**config.mk**
```make
export PLATFORM = sky130hd
export DESIGN_NAME = sensor_frame_deframer_top
export DESIGN_NICKNAME = d
export VERILOG_FILES = /design/src/sfd_pkg.sv /design/src/sfd_table.sv /design/src/sfd_core.sv /design/src/sensor_frame_deframer_top.sv
export SDC_FILE = /design/constraint.sdc
export NUM_CORES = 1
export LEC_CHECK = 0
export BUFFER_PORTS_ARGS = -buffer_cell sky130_fd_sc_hd__buf_2
export CORE_AREA = 2 2 301 154
export DETAILED_ROUTE_END_ITERATION = 8
export DIE_AREA = 0 0 303 156
export GPL_ROUTABILITY_DRIVEN = 0
export GPL_TIMING_DRIVEN = 1
export PLACE_DENSITY = 0.78
export SLEW_MARGIN = 25
export SYNTH_ARGS = -nofsm -noshare
export SYNTH_HDL_FRONTEND = slang
export SYNTH_SLANG_ARGS = --single-unit
```
**constraint.sdc**
```tcl
create_clock -name clk -period 7.5 [get_ports clk]
set_input_delay 1.125 -clock clk [delete_from_list [all_inputs] [get_ports clk]]
set_output_delay 1.125 -clock clk [all_outputs]
set_load 0.005 [all_outputs]
```
**src/sfd_pkg.sv**
```systemverilog
// ----------------------------------------------------------------------------
// sfd_pkg
// Shared types and constants of the sensor frame deframer.
// ----------------------------------------------------------------------------
package sfd_pkg;

  // Table geometry
  localparam int TABLE_ENTRIES     = 32;
  localparam int MAX_PAYLOAD_BYTES = 4;
  localparam int REG_COUNT         = 8;
  localparam int REG_W             = 48;
  localparam int REG_IDX_W         = 3;
  localparam int ENTRY_W           = 12;
  localparam int ENTRIES_PER_WORD  = 4;
  localparam int IDX_W             = 5;
  localparam int CNT_W             = 3;
  localparam int RAW_W             = 32;

  // Start sequence
  localparam logic [7:0] SEQ_FIRST  = 8'd255;
  localparam logic [7:0] SEQ_SECOND = 8'd123;
  localparam logic [7:0] SEQ_THIRD  = 8'd10;

  // Start detector progress
  localparam logic [1:0] MATCH_NONE   = 2'd0;
  localparam logic [1:0] MATCH_FIRST  = 2'd1;
  localparam logic [1:0] MATCH_SECOND = 2'd2;
  localparam logic [1:0] MATCH_UNUSED = 2'd3;

  typedef enum logic [1:0] {
    ST_NEED_NEXT = 2'd0,
    ST_NO_MORE   = 2'd1,
    ST_NOTHING   = 2'd2,
    ST_BAD_ID    = 2'd3
  } status_t;

  // Result of the id match against the table
  typedef struct packed {
    logic             hit;
    logic [IDX_W-1:0] index;
    logic [CNT_W-1:0] count;
  } lookup_t;

  // One result item
  typedef struct packed {
    status_t          status;
    logic             reading_valid;
    logic [7:0]       sensor_id;
    logic [IDX_W-1:0] table_index;
    logic [RAW_W-1:0] raw_value;
    logic [7:0]       bad_id;
  } result_t;

endpackage

```
**src/sfd_table.sv**
```systemverilog
// ----------------------------------------------------------------------------
// sfd_table
// Sensor table registers, parallel id match and id read of the active entry.
// ----------------------------------------------------------------------------
module sfd_table
  import sfd_pkg::*;
(
  input  logic                 clk,
  input  logic                 rst,
  input  logic                 cfg_write,
  input  logic [REG_IDX_W-1:0] cfg_index,
  input  logic [REG_W-1:0]     cfg_data,
  input  logic [7:0]           match_byte,
  output lookup_t              lookup,
  input  logic [IDX_W-1:0]     emit_index,
  output logic [7:0]           emit_id
);

  logic [REG_W-1:0]   words [REG_COUNT];
  logic [ENTRY_W-1:0] entries [TABLE_ENTRIES];
  logic [TABLE_ENTRIES-1:0] match;

  // Configuration words
  always_ff @(posedge clk) begin
    if (rst) begin
      for (int i = 0; i < REG_COUNT; i++) begin
        words[i] <= '0;
      end
    end else if (cfg_write) begin
      words[cfg_index] <= cfg_data;
    end
  end

  // Unpack entries and compare each against the byte
  for (genvar e = 0; e < TABLE_ENTRIES; e++) begin : g_entry
    assign entries[e] = words[e / ENTRIES_PER_WORD][ENTRY_W*(e % ENTRIES_PER_WORD) +: ENTRY_W];
    assign match[e]   = entries[e][11] && (entries[e][7:0] == match_byte);
  end

  // Lowest matching entry wins; count is clamped
  always_comb begin
    logic [CNT_W-1:0] cnt;
    lookup.hit   = 1'b0;
    lookup.index = '0;
    for (int e = TABLE_ENTRIES - 1; e >= 0; e--) begin
      if (match[e]) begin
        lookup.hit   = 1'b1;
        lookup.index = IDX_W'(e);
      end
    end
    cnt = entries[lookup.index][10:8];
    lookup.count = (cnt > CNT_W'(MAX_PAYLOAD_BYTES)) ? CNT_W'(MAX_PAYLOAD_BYTES) : cnt;
  end

  assign emit_id = entries[emit_index][7:0];

endmodule

```
**src/sfd_core.sv**
```systemverilog
// ----------------------------------------------------------------------------
// sfd_core
// Deframer state: start detector, payload assembly and result forming.
// ----------------------------------------------------------------------------
module sfd_core
  import sfd_pkg::*;
(
  input  logic             clk,
  input  logic             rst,
  input  logic             step,
  input  logic [7:0]       data_in,
  input  lookup_t          lookup,
  input  logic [7:0]       emit_id,
  output logic [IDX_W-1:0] current_index,
  output result_t          result
);

  logic [1:0]       start_match_count, start_match_count_next;
  logic             frame_started, frame_started_next;
  logic             collecting, collecting_next;
  logic [CNT_W-1:0] bytes_left, bytes_left_next;
  logic [RAW_W-1:0] accumulator, accumulator_next;
  logic [IDX_W-1:0] current_index_next;

  // Next state and result for the byte in the input stage
  always_comb begin
    logic             seq_done;
    logic [CNT_W-1:0] left_dec;
    logic [4:0]       shamt;
    start_match_count_next = start_match_count;
    frame_started_next     = frame_started;
    collecting_next        = collecting;
    bytes_left_next        = bytes_left;
    accumulator_next       = accumulator;
    current_index_next     = current_index;
    result                 = '0;
    result.status          = ST_NOTHING;
    seq_done               = 1'b0;
    left_dec               = bytes_left - CNT_W'(1);
    shamt                  = {left_dec[1:0], 3'b000};

    // start detector; a mismatch holds the count
    if (start_match_count == MATCH_NONE && data_in == SEQ_FIRST) begin
      start_match_count_next = MATCH_FIRST;
    end else if (start_match_count == MATCH_FIRST && data_in == SEQ_SECOND) begin
      start_match_count_next = MATCH_SECOND;
    end else if (start_match_count == MATCH_SECOND && data_in == SEQ_THIRD) begin
      start_match_count_next = MATCH_NONE;
      frame_started_next     = 1'b1;
      result.status          = ST_NEED_NEXT;
      seq_done               = 1'b1;
    end

    if (!seq_done) begin
      if (frame_started) begin
        // id right after a start sequence
        frame_started_next = 1'b0;
        collecting_next    = lookup.hit;
        bytes_left_next    = lookup.hit ? lookup.count : '0;
        accumulator_next   = '0;
        if (lookup.hit) begin
          current_index_next = lookup.index;
          result.status      = ST_NEED_NEXT;
        end else begin
          result.status = ST_BAD_ID;
          result.bad_id = data_in;
        end
      end else if (collecting && bytes_left != '0) begin
        // big-endian payload byte
        accumulator_next = accumulator + ({{(RAW_W-8){1'b0}}, data_in} << shamt);
        bytes_left_next  = left_dec;
        result.status    = ST_NEED_NEXT;
      end else if (collecting) begin
        // emit, then take this byte as the next id
        result.reading_valid = 1'b1;
        result.table_index   = current_index;
        result.sensor_id     = emit_id;
        result.raw_value     = accumulator;
        collecting_next      = lookup.hit;
        bytes_left_next      = lookup.hit ? lookup.count : '0;
        accumulator_next     = '0;
        if (lookup.hit) begin
          current_index_next = lookup.index;
          result.status      = ST_NEED_NEXT;
        end else begin
          result.status = ST_NO_MORE;
        end
      end
    end
  end

  // State registers
  always_ff @(posedge clk) begin
    if (rst) begin
      start_match_count <= MATCH_NONE;
      frame_started     <= 1'b0;
      collecting        <= 1'b0;
      bytes_left        <= '0;
      accumulator       <= '0;
      current_index     <= '0;
    end else if (step) begin
      start_match_count <= start_match_count_next;
      frame_started     <= frame_started_next;
      collecting        <= collecting_next;
      bytes_left        <= bytes_left_next;
      accumulator       <= accumulator_next;
      current_index     <= current_index_next;
    end
  end

  function automatic logic seq_done_chk(input logic [1:0] cnt, input logic [7:0] b);
    return cnt == MATCH_SECOND && b == SEQ_THIRD;
  endfunction

`ifndef SYNTHESIS
  a_count_range: assert property (@(posedge clk) disable iff (rst)
    bytes_left <= CNT_W'(MAX_PAYLOAD_BYTES))
    else $error("payload count above limit");

  a_match_unused: assert property (@(posedge clk) disable iff (rst)
    start_match_count != MATCH_UNUSED)
    else $error("start detector in unused state");

  a_idle_clears: assert property (@(posedge clk) disable iff (rst)
    step && !seq_done_chk(start_match_count, data_in) && frame_started && !lookup.hit
    |=> !collecting && bytes_left == '0)
    else $error("failed id did not clear collection");
`endif

endmodule

```
**src/sensor_frame_deframer_top.sv**
```systemverilog
// A byte waits in the input stage until the result register is free, and its
// result is then registered. Throughput: one byte per cycle while the result
// side is ready; the input stage and the result register form a two-entry
// pipeline, so input is taken while a result waits. Reset: synchronous rst
// clears the table, the frame state and both valid flags; no clearing pass.
// ----------------------------------------------------------------------------
// sensor_frame_deframer_top
// Byte-serial telemetry deframer with a 32-entry sensor table.
// ----------------------------------------------------------------------------
module sensor_frame_deframer_top
  import sfd_pkg::*;
(
  input  logic                 clk,
  input  logic                 rst,
  input  logic                 cfg_write,
  input  logic [REG_IDX_W-1:0] cfg_index,
  input  logic [REG_W-1:0]     cfg_data,
  input  logic                 data_valid,
  output logic                 data_ready,
  input  logic [7:0]           data_byte,
  output logic                 result_valid,
  input  logic                 result_ready,
  output logic [1:0]           status,
  output logic                 reading_valid,
  output logic [7:0]           sensor_id,
  output logic [IDX_W-1:0]     table_index,
  output logic [RAW_W-1:0]     raw_value,
  output logic [7:0]           bad_id
);

  logic             in_full;
  logic [7:0]       in_byte;
  logic             advance;
  lookup_t          lookup;
  logic [7:0]       emit_id;
  logic [IDX_W-1:0] current_index;
  result_t          result_comb;
  result_t          result_q;

  assign advance    = in_full && (!result_valid || result_ready);
  assign data_ready = !in_full || advance;

  // Input stage
  always_ff @(posedge clk) begin
    if (rst) begin
      in_full <= 1'b0;
    end else if (data_valid && data_ready) begin
      in_full <= 1'b1;
    end else if (advance) begin
      in_full <= 1'b0;
    end
  end

  always_ff @(posedge clk) begin
    if (data_valid && data_ready) begin
      in_byte <= data_byte;
    end
  end

  sfd_table u_table (
    .clk        (clk),
    .rst        (rst),
    .cfg_write  (cfg_write),
    .cfg_index  (cfg_index),
    .cfg_data   (cfg_data),
    .match_byte (in_byte),
    .lookup     (lookup),
    .emit_index (current_index),
    .emit_id    (emit_id)
  );

  sfd_core u_core (
    .clk           (clk),
    .rst           (rst),
    .step          (advance),
    .data_in       (in_byte),
    .lookup        (lookup),
    .emit_id       (emit_id),
    .current_index (current_index),
    .result        (result_comb)
  );

  // Result register
  always_ff @(posedge clk) begin
    if (rst) begin
      result_valid <= 1'b0;
    end else if (advance) begin
      result_valid <= 1'b1;
    end else if (result_ready) begin
      result_valid <= 1'b0;
    end
  end

  always_ff @(posedge clk) begin
    if (advance) begin
      result_q <= result_comb;
    end
  end

  assign status        = result_q.status;
  assign reading_valid = result_q.reading_valid;
  assign sensor_id     = result_q.sensor_id;
  assign table_index   = result_q.table_index;
  assign raw_value     = result_q.raw_value;
  assign bad_id        = result_q.bad_id;

`ifndef SYNTHESIS
  a_reading_status: assert property (@(posedge clk) disable iff (rst)
    result_valid && reading_valid |-> status == ST_NEED_NEXT || status == ST_NO_MORE)
    else $error("reading with wrong status");

  a_bad_status: assert property (@(posedge clk) disable iff (rst)
    result_valid && bad_id != 8'd0 |-> status == ST_BAD_ID)
    else $error("bad id without error status");

  a_stall: assert property (@(posedge clk) disable iff (rst)
    in_full && result_valid && !result_ready |-> !data_ready)
    else $error("input taken while pipeline full");

  a_hold: assert property (@(posedge clk) disable iff (rst)
    result_valid && !result_ready |=> result_valid && $stable(result_q))
    else $error("stalled result changed");
`endif

endmodule

```
==> results of run 1 <==
==> final cells by class <==
| class | instances | area share (%) |
|---|---|---|
| inverters | 19 | 0.244 |
| diodes | 3 | 0.0257 |
| repair buffers | 156 | 3.55 |
| clock inverters | 20 | 0.506 |
| multi-input cells | 1476 | 39.6 |
| flip-flops and latches | 494 | 49.2 |
| well taps | 598 | 2.56 |
| clock buffers | 60 | 4.26 |
==> worst min-delay path: cells and delay by family (launching register included) <==
| kind | cells | cell delay [ns] |
|---|---|---|
| and+or+nand+nor | 1 | 0.06 |
| AOI/OAI and AO/OA | 1 | 0.06 |
| DFF | 1 | 0.33 |
==> kinds of logic after synthesis <==
group / count (synthesis) / share of synthesized area, %
AOI/OAI and AO/OA: 194 / 5.14
xor gates and xnor gates: 276 / 9.08
adders and majority gates: 34 / 1.63
buffers and inverters: 152 / 3.06
DFF: 494 / 54.0
muxes: 142 / 9.30
and+or+nand+nor: 830 / 17.8
==> where the power goes <==
| part | internal (mW) | total, mW | switching (mW) |
|---|---|---|---|
| clock network | 1.23 | 2.28 | 1.05 |
| registers | 3.15 | 3.25 | 0.0989 |
| logic | 0.229 | 0.592 | 0.364 |
==> through the flow <==
stage	setup slack, ns	hold WS [ns]	area [um^2]	cells	total power, mW
finish	2.03	0.500	29200	2826	6.13
global route	1.81	0.526	29200	2824	6.27
CTS	2.28	0.500	29200	2822	6.11
detailed placement	2.34	0.493	27800	2742	3.88
global placement	2.38	0.482	27600	2735	3.86
floorplan	1.87	0.443	26600	2122	3.65
==> layer usage <==
metal / vias up / part of all wire [%] / track usage [%] / routed length, um
met5: - / 0 / 0 / 0
met1: 9140 / 41 / 51.8 / 31900
met4: 0 / 2.0 / 6.73 / 1560
li1: 7788 / - / - / -
met3: 121 / 17 / 12.2 / 13300
met2: 1386 / 40 / 43.6 / 31100
==> sequential cells by signal, indices dropped and copies added (netlist names) <==
register                  flops
bad_id                        8
in_byte                       8
in_full                       1
raw_value                    32
reading_valid                 1
result_valid                  1
sensor_id                     8
status                        2
table_index                   5
u_core.accumulator           32
u_core.bytes_left             3
u_core.collecting             1
u_core.current_index          5
u_core.frame_started          1
u_core.start_match_count      2
u_table.words               384
==> how the worst min path moves through the flow <==
stage                     cells past startpoint                    from                     end
final                                         2  u_core.accumulator[19]  u_core.accumulator[19]
after global placement                        2  u_core.accumulator[21]  u_core.accumulator[21]
after floorplan                               2  u_core.accumulator[21]  u_core.accumulator[21]
after CTS                                     2  u_core.accumulator[31]  u_core.accumulator[31]
after detailed placement                      2  u_core.accumulator[31]  u_core.accumulator[31]
after global routing                          2  u_core.accumulator[19]  u_core.accumulator[19]
==> synthesized netlist by cell type (3+ instances only) <==
master	count	share of area (%)
a211o_1	5	0.16
a211oi_1	7	0.20
a21o_1	11	0.31
a21oi_1	41	0.77
a221o_1	3	0.11
a22oi_1	23	0.65
a32oi_1	4	0.13
and2_1	453	11
and3_1	17	0.40
buf_1	12	0.17
buf_2	17	0.32
buf_4	7	0.20
buf_6	26	1.1
clkbuf_1	70	0.99
dfxtp_1	46	3.5
edfxtp_1	448	51
ha_1	33	1.6
inv_1	19	0.27
mux2_2	9	0.38
mux2i_1	49	1.8
mux4_2	83	7.0
nand2_1	74	1.0
nand2b_1	11	0.26
nand3_1	44	0.83
nand4_1	37	0.87
nor2_1	89	1.3
nor2b_1	9	0.21
nor3_1	42	0.79
nor3_2	4	0.15
nor3b_1	3	0.085
nor4_1	8	0.19
o2111ai_1	7	0.23
o211ai_1	21	0.59
o21a_1	7	0.20
o21ai_0	30	0.56
o31a_1	3	0.099
or2_2	9	0.21
or3_1	17	0.40
xnor2_1	263	8.7
xor2_1	13	0.43
==> impl_metrics.csv, run 1 <==
group,metric,value,unit
critical_path,r2r-end,"u_core.accumulator[30]",
worst_hold_path,hold_class,"reg -> reg",
final_layout,mostFrequentLayoutCell,"and2_1",
drt,vias,18400,
timing,hold_violations,0,
drt,drt_pass1_iterations,7,
power_and_ir_drop,p_leak,10.1,nW
grt,antenna_found_initial,8,
critical_path,cp_cell_sequence,"inv_1 -> ha_1 -> and3_1 -> ha_1 -> fa_1 -> a21oi_1 -> o21ai_0 -> a2111oi_0 -> o211ai_1 -> a41o_1 -> o2111ai_1 -> a31o_2 -> a21oi_1 -> a21o_1 -> a21oi_1 -> nor3_1 -> a221o_1",
timing,clock.fmax,183,MHz
synth,syn_nets,2220,
final_layout,final_nets,2289,
grt,overflow,0,
timing,worstMarginPinSlew,1.07,ns
clock_tree,htreeDepth,2,
final_layout,drive_gt1_share,16.0,%
timing,final.setup.tns,0,ns
critical_path,crit_path_end,"u_core.accumulator[30]",
synth,synth-edff-count,448,
drt,routedWlPerCell,27.6,um
critical_path,crit_buf_inv,1,
clock_tree,cts_hold_buf,0,
power_and_ir_drop,peakVddDrop,181,uV
timing,skew,0.0258,ns
synth,yosysSeqAreaShare,54.0,%
clock_tree,cts_sinks,494,
grt,grt_pass1_vias,17100,
critical_path,rr_startpoint,"u_core.bytes_left[0]",
timing,finalSetupViolations,0,
final_layout,area_delta_synth_final,9.69,%
die,core_area,0.0447,mm^2
clock_tree,cts_setup_buffers,0,
grt,grt_max_degree,65,
final_layout,multi_input_area,0.0116,mm^2
critical_path,required,7.98,ns
critical_path,cp.arrival,5.95,ns
critical_path,cp.depth,17,
synth,synthCells,2122,
grt,gr-usage-all-layers,33.2,%
die,initial_core_util,59.6,%
critical_path,cp_max_fo,12,
drt,drc,0,
timing,min_period,5.47,ns
critical_path,crit_family,"compound AO/OA/AOI/OAI gates",
critical_path,cpMostUsedCell,"a21oi_1",
synth,ys_ff_latch,494,
timing,rsz0062_at_grt,"no",
critical_path,r2r_cells,17,
drt,drt_wl_total,77900,um
placed_design,port_buffers,121,
critical_path,r2r_slack,2.03,ns
die,dieHeight,156,um
clock_tree,clk_pin_slew,0.07,ns
outcome,status,"finished, final reports clean",
timing,post-route-period-util,73.0,%
die,rows,55,
clock_tree,clk_path_buf_depth,3,
critical_path,cpMaxStageDelayCell,"a2111oi_0",
job,maxCapViolCount,0,
clock_tree,cts-resized-gates,0,
power_and_ir_drop,power_density,210,mW/mm^2
synth,ys_types,77,
final_layout,mostFrequentLayoutCells,"453 x and2_1, 448 x edfxtp_1, 263 x xnor2_1, 121 x buf_2",
final_layout,register_area,0.0144,mm^2
critical_path,cp_slowest_stage_delay,0.88,ns
drt,first_iter_violations,2816,
placed_design,hpwl,54000,um
clock_tree,clock-root-buffer,"clkbuf_16",
synth,syn-cell-area,0.0266,mm^2
timing,slew_headroom,27.7,%
synth,synth_ff_type,"edfxtp_1",
clock_tree,clk_latency,0.59,ns
synth,avgSynthCellArea,12.5,um^2
die,dieWidth,303,um
synth,synthArstFlopShare,0,%
critical_path,crit_type,"reg -> reg",
critical_path,worstSetupStartpointType,"flip-flop",
die,dieArea,0.0473,mm^2
synth,ys_warn_count,0,
drt,ant_nets,0,
critical_path,end_kind,"flip-flop",
die,pin_count,122,
grt,grt_pass1_wl,114000,um
drt,via_per_inst,6.52,
clock_tree,cts_tree,"done",
final_layout,final_util,65.4,%
final_layout,n_fill_cell,3307,
critical_path,worstSetupStartpoint,"u_core.bytes_left[0]",
timing,maxSlewViolCount,0,
clock_tree,cts_buffers,44,
(Power assumes the default switching activity.)
==> run 2, diff against run 1 <==
--- a/config.mk
+++ b/config.mk
@@ -6,12 +6,12 @@
 export NUM_CORES = 1
 export LEC_CHECK = 0
 export BUFFER_PORTS_ARGS = -buffer_cell sky130_fd_sc_hd__buf_2
-export CORE_AREA = 2 2 301 154
+export CORE_AREA = 2 2 312 160
 export DETAILED_ROUTE_END_ITERATION = 8
-export DIE_AREA = 0 0 303 156
+export DIE_AREA = 0 0 314 162
 export GPL_ROUTABILITY_DRIVEN = 0
 export GPL_TIMING_DRIVEN = 1
-export PLACE_DENSITY = 0.78
+export PLACE_DENSITY = 0.76
 export SLEW_MARGIN = 25
 export SYNTH_ARGS = -nofsm -noshare
 export SYNTH_HDL_FRONTEND = slang
==> constraint.sdc (replaced) <==
create_clock -name clk -period 4.7 [get_ports clk]
set_input_delay 0.705 -clock clk [delete_from_list [all_inputs] [get_ports clk]]
set_output_delay 0.705 -clock clk [all_outputs]
set_load 0.005 [all_outputs]
==> run 2 against run 1 <==
Sequential share of layout area shrank 0.92 points. Final area grew 1.9%. Power grew 66%. Highest routed layer is now met5. Flip-flop and latch count is the same. Combinational power grew 72%. Register-to-register slack lost 1.8 ns. Worst setup slack lost 1.8 ns. Critical endpoint is now u_core.accumulator[31]. Clock power grew 74%.
==> impl_metrics.csv, run 2 (synthesis results as in run 1) <==
group,metric,value,unit
outcome,status,"finished, final reports clean",
drt,drt_pass1_iterations,7,
clock_tree,clock-root-buffer,"clkbuf_16",
timing,clock.fmax,222,MHz
clock_tree,cts_buffers,46,
critical_path,cp_cell_sequence,"inv_1 -> ha_1 -> nor2b_4 -> and2_1 -> ha_1 -> a21o_1 -> a221oi_4 -> o221ai_1 -> a221o_1 -> or3_1 -> a211oi_2 -> o41ai_1 -> a2111o_1 -> a31oi_2 -> xnor2_1 -> a21oi_1 -> o22ai_1",
placed_design,port_buffers,121,
timing,slew_headroom,31.0,%
grt,grt_pass1_wl,121000,um
timing,post-route-period-util,95.7,%
die,core_area,0.0480,mm^2
final_layout,register_area,0.0144,mm^2
final_layout,multi_input_area,0.0116,mm^2
critical_path,crit_family,"compound AO/OA/AOI/OAI gates",
timing,min_period,4.50,ns
timing,hold_violations,0,
critical_path,cpMaxStageDelayCell,"a2111o_1",
grt,antenna_found_initial,10,
drt,drc,0,
critical_path,cpMostUsedCell,"ha_1",
die,initial_core_util,55.5,%
final_layout,mostFrequentLayoutCell,"and2_1",
placed_design,pre_cts_ws,0.148,ns
timing,rsz0062_at_grt,"yes",
grt,overflow,0,
critical_path,cp.arrival,5.02,ns
clock_tree,cts_tree,"done",
drt,drt_wl_total,82900,um
final_layout,largest_register_ffs,384,
power_and_ir_drop,peakVddDrop,284,uV
final_layout,final_nets,2322,
critical_path,required,5.22,ns
worst_hold_path,hold_class,"in -> reg",
clock_tree,cts_hold_buf,0,
timing,maxSlewViolCount,0,
die,pin_count,122,
drt,routedWlPerCell,28.4,um
die,dieArea,0.0509,mm^2
placed_design,hpwl,57300,um
clock_tree,clk_latency,0.61,ns
final_layout,drive_gt1_share,17.8,%
critical_path,crit_type,"reg -> reg",
clock_tree,clk_pin_slew,0.07,ns
clock_tree,cts_sinks,494,
final_layout,top_register,"u_table.words",
timing,finalSetupViolations,0,
grt,gr-usage-all-layers,32.7,%
drt,vias,18700,
final_layout,area_delta_synth_final,11.8,%
power_and_ir_drop,power_density,342,mW/mm^2
grt,grt_pass1_vias,17700,
critical_path,cp_slowest_stage_delay,0.45,ns
timing,fin_ws,0.203,ns
die,dieWidth,314,um
critical_path,end_kind,"flip-flop",
critical_path,cp_max_fo,8,
final_layout,mostFrequentLayoutCells,"453 x and2_1, 448 x edfxtp_1, 263 x xnor2_1, 121 x buf_2, 83 x mux4_2",
timing,skew,0.0373,ns
grt,grt_max_degree,58,
die,rows,57,
clock_tree,clk_path_buf_depth,3,
final_layout,n_fill_cell,3617,
drt,ant_nets,0,
final_layout,final_util,62.0,%
critical_path,worstSetupStartpointType,"flip-flop",
drt,via_per_inst,6.40,
timing,final.setup.tns,0,ns
job,maxCapViolCount,0,
clock_tree,htreeDepth,2,
drt,first_iter_violations,3022,
critical_path,crit_buf_inv,1,
die,dieHeight,162,um
timing,worstMarginPinSlew,1.04,ns
power_and_ir_drop,p_leak,10.3,nW
-- run 2: changes by cell type in the layout (fill, tap and decap cells not counted), sizes merged --
cell	change
buf	+31
diode	+4
bufinv	+3
clkbuf	+2
clkinv	+1
-- run 2: cell type report --
| cell class | count | share of cell area (%) |
|---|---|---|
| Timing Repair Buffer | 187 | 4.41 |
| Clock buffer | 62 | 4.34 |
| Multi-Input combinational cell | 1476 | 39.0 |
| Clock inverter | 24 | 0.904 |
| Inverter | 19 | 0.240 |
| Sequential cell | 494 | 48.3 |
| Antenna cell | 7 | 0.0589 |
| Tap cell | 649 | 2.73 |
-- run 2: report_power, final --
group          switching [mW]  internal (mW)  leakage [nW]
registers               0.158           5.03          4.63
clock network            1.74           2.22         0.763
logic                   0.637          0.387          4.94
total                    2.54           7.64          10.3
-- run 2: repair_timing --
item / 4_1_cts / 5_1_grt
endpoints found under the hold margin: 0 / 0
resized for setup: 0 / 10
setup endpoints to repair: 0 / 8
buffers inserted: 0 / 0
-- run 2: per-stage QoR --
stage	instance area (um^2)	power, mW	cells	hold slack (ns)
after floorplan	26600	5.83	2122	0.443
after global placement	28000	6.23	2821	0.468
after detailed placement	28100	6.25	2823	0.494
after CTS	29600	10.1	2909	0.268
after global routing	29700	10.4	2914	0.270
final	29800	10.2	2918	0.281
-- run 2: final timing paths --
path | start | end | slack (ns) | cells after the start
worst max-delay path | u_core.bytes_left[0] | u_core.accumulator[31] | 0.20 | 17
worst min-delay path | data_byte[7] | in_byte[7] | 0.28 | 1
worst max register to register | u_core.bytes_left[0] | u_core.accumulator[31] | 0.20 | 17
worst min register to register | u_core.accumulator[19] | u_core.accumulator[19] | 0.52 | 2
-- run 2: metal layers --
layer / routed length, um / global-route usage [%] / vias up / share of wire [%]
met5: 51 / 0 / - / 0.062
met4: 1570 / 6.39 / 10 / 1.9
met3: 14900 / 17.6 / 138 / 18
met2: 31800 / 41.5 / 1353 / 38
met1: 34600 / 48.8 / 9318 / 42
li1: - / - / 7864 / -
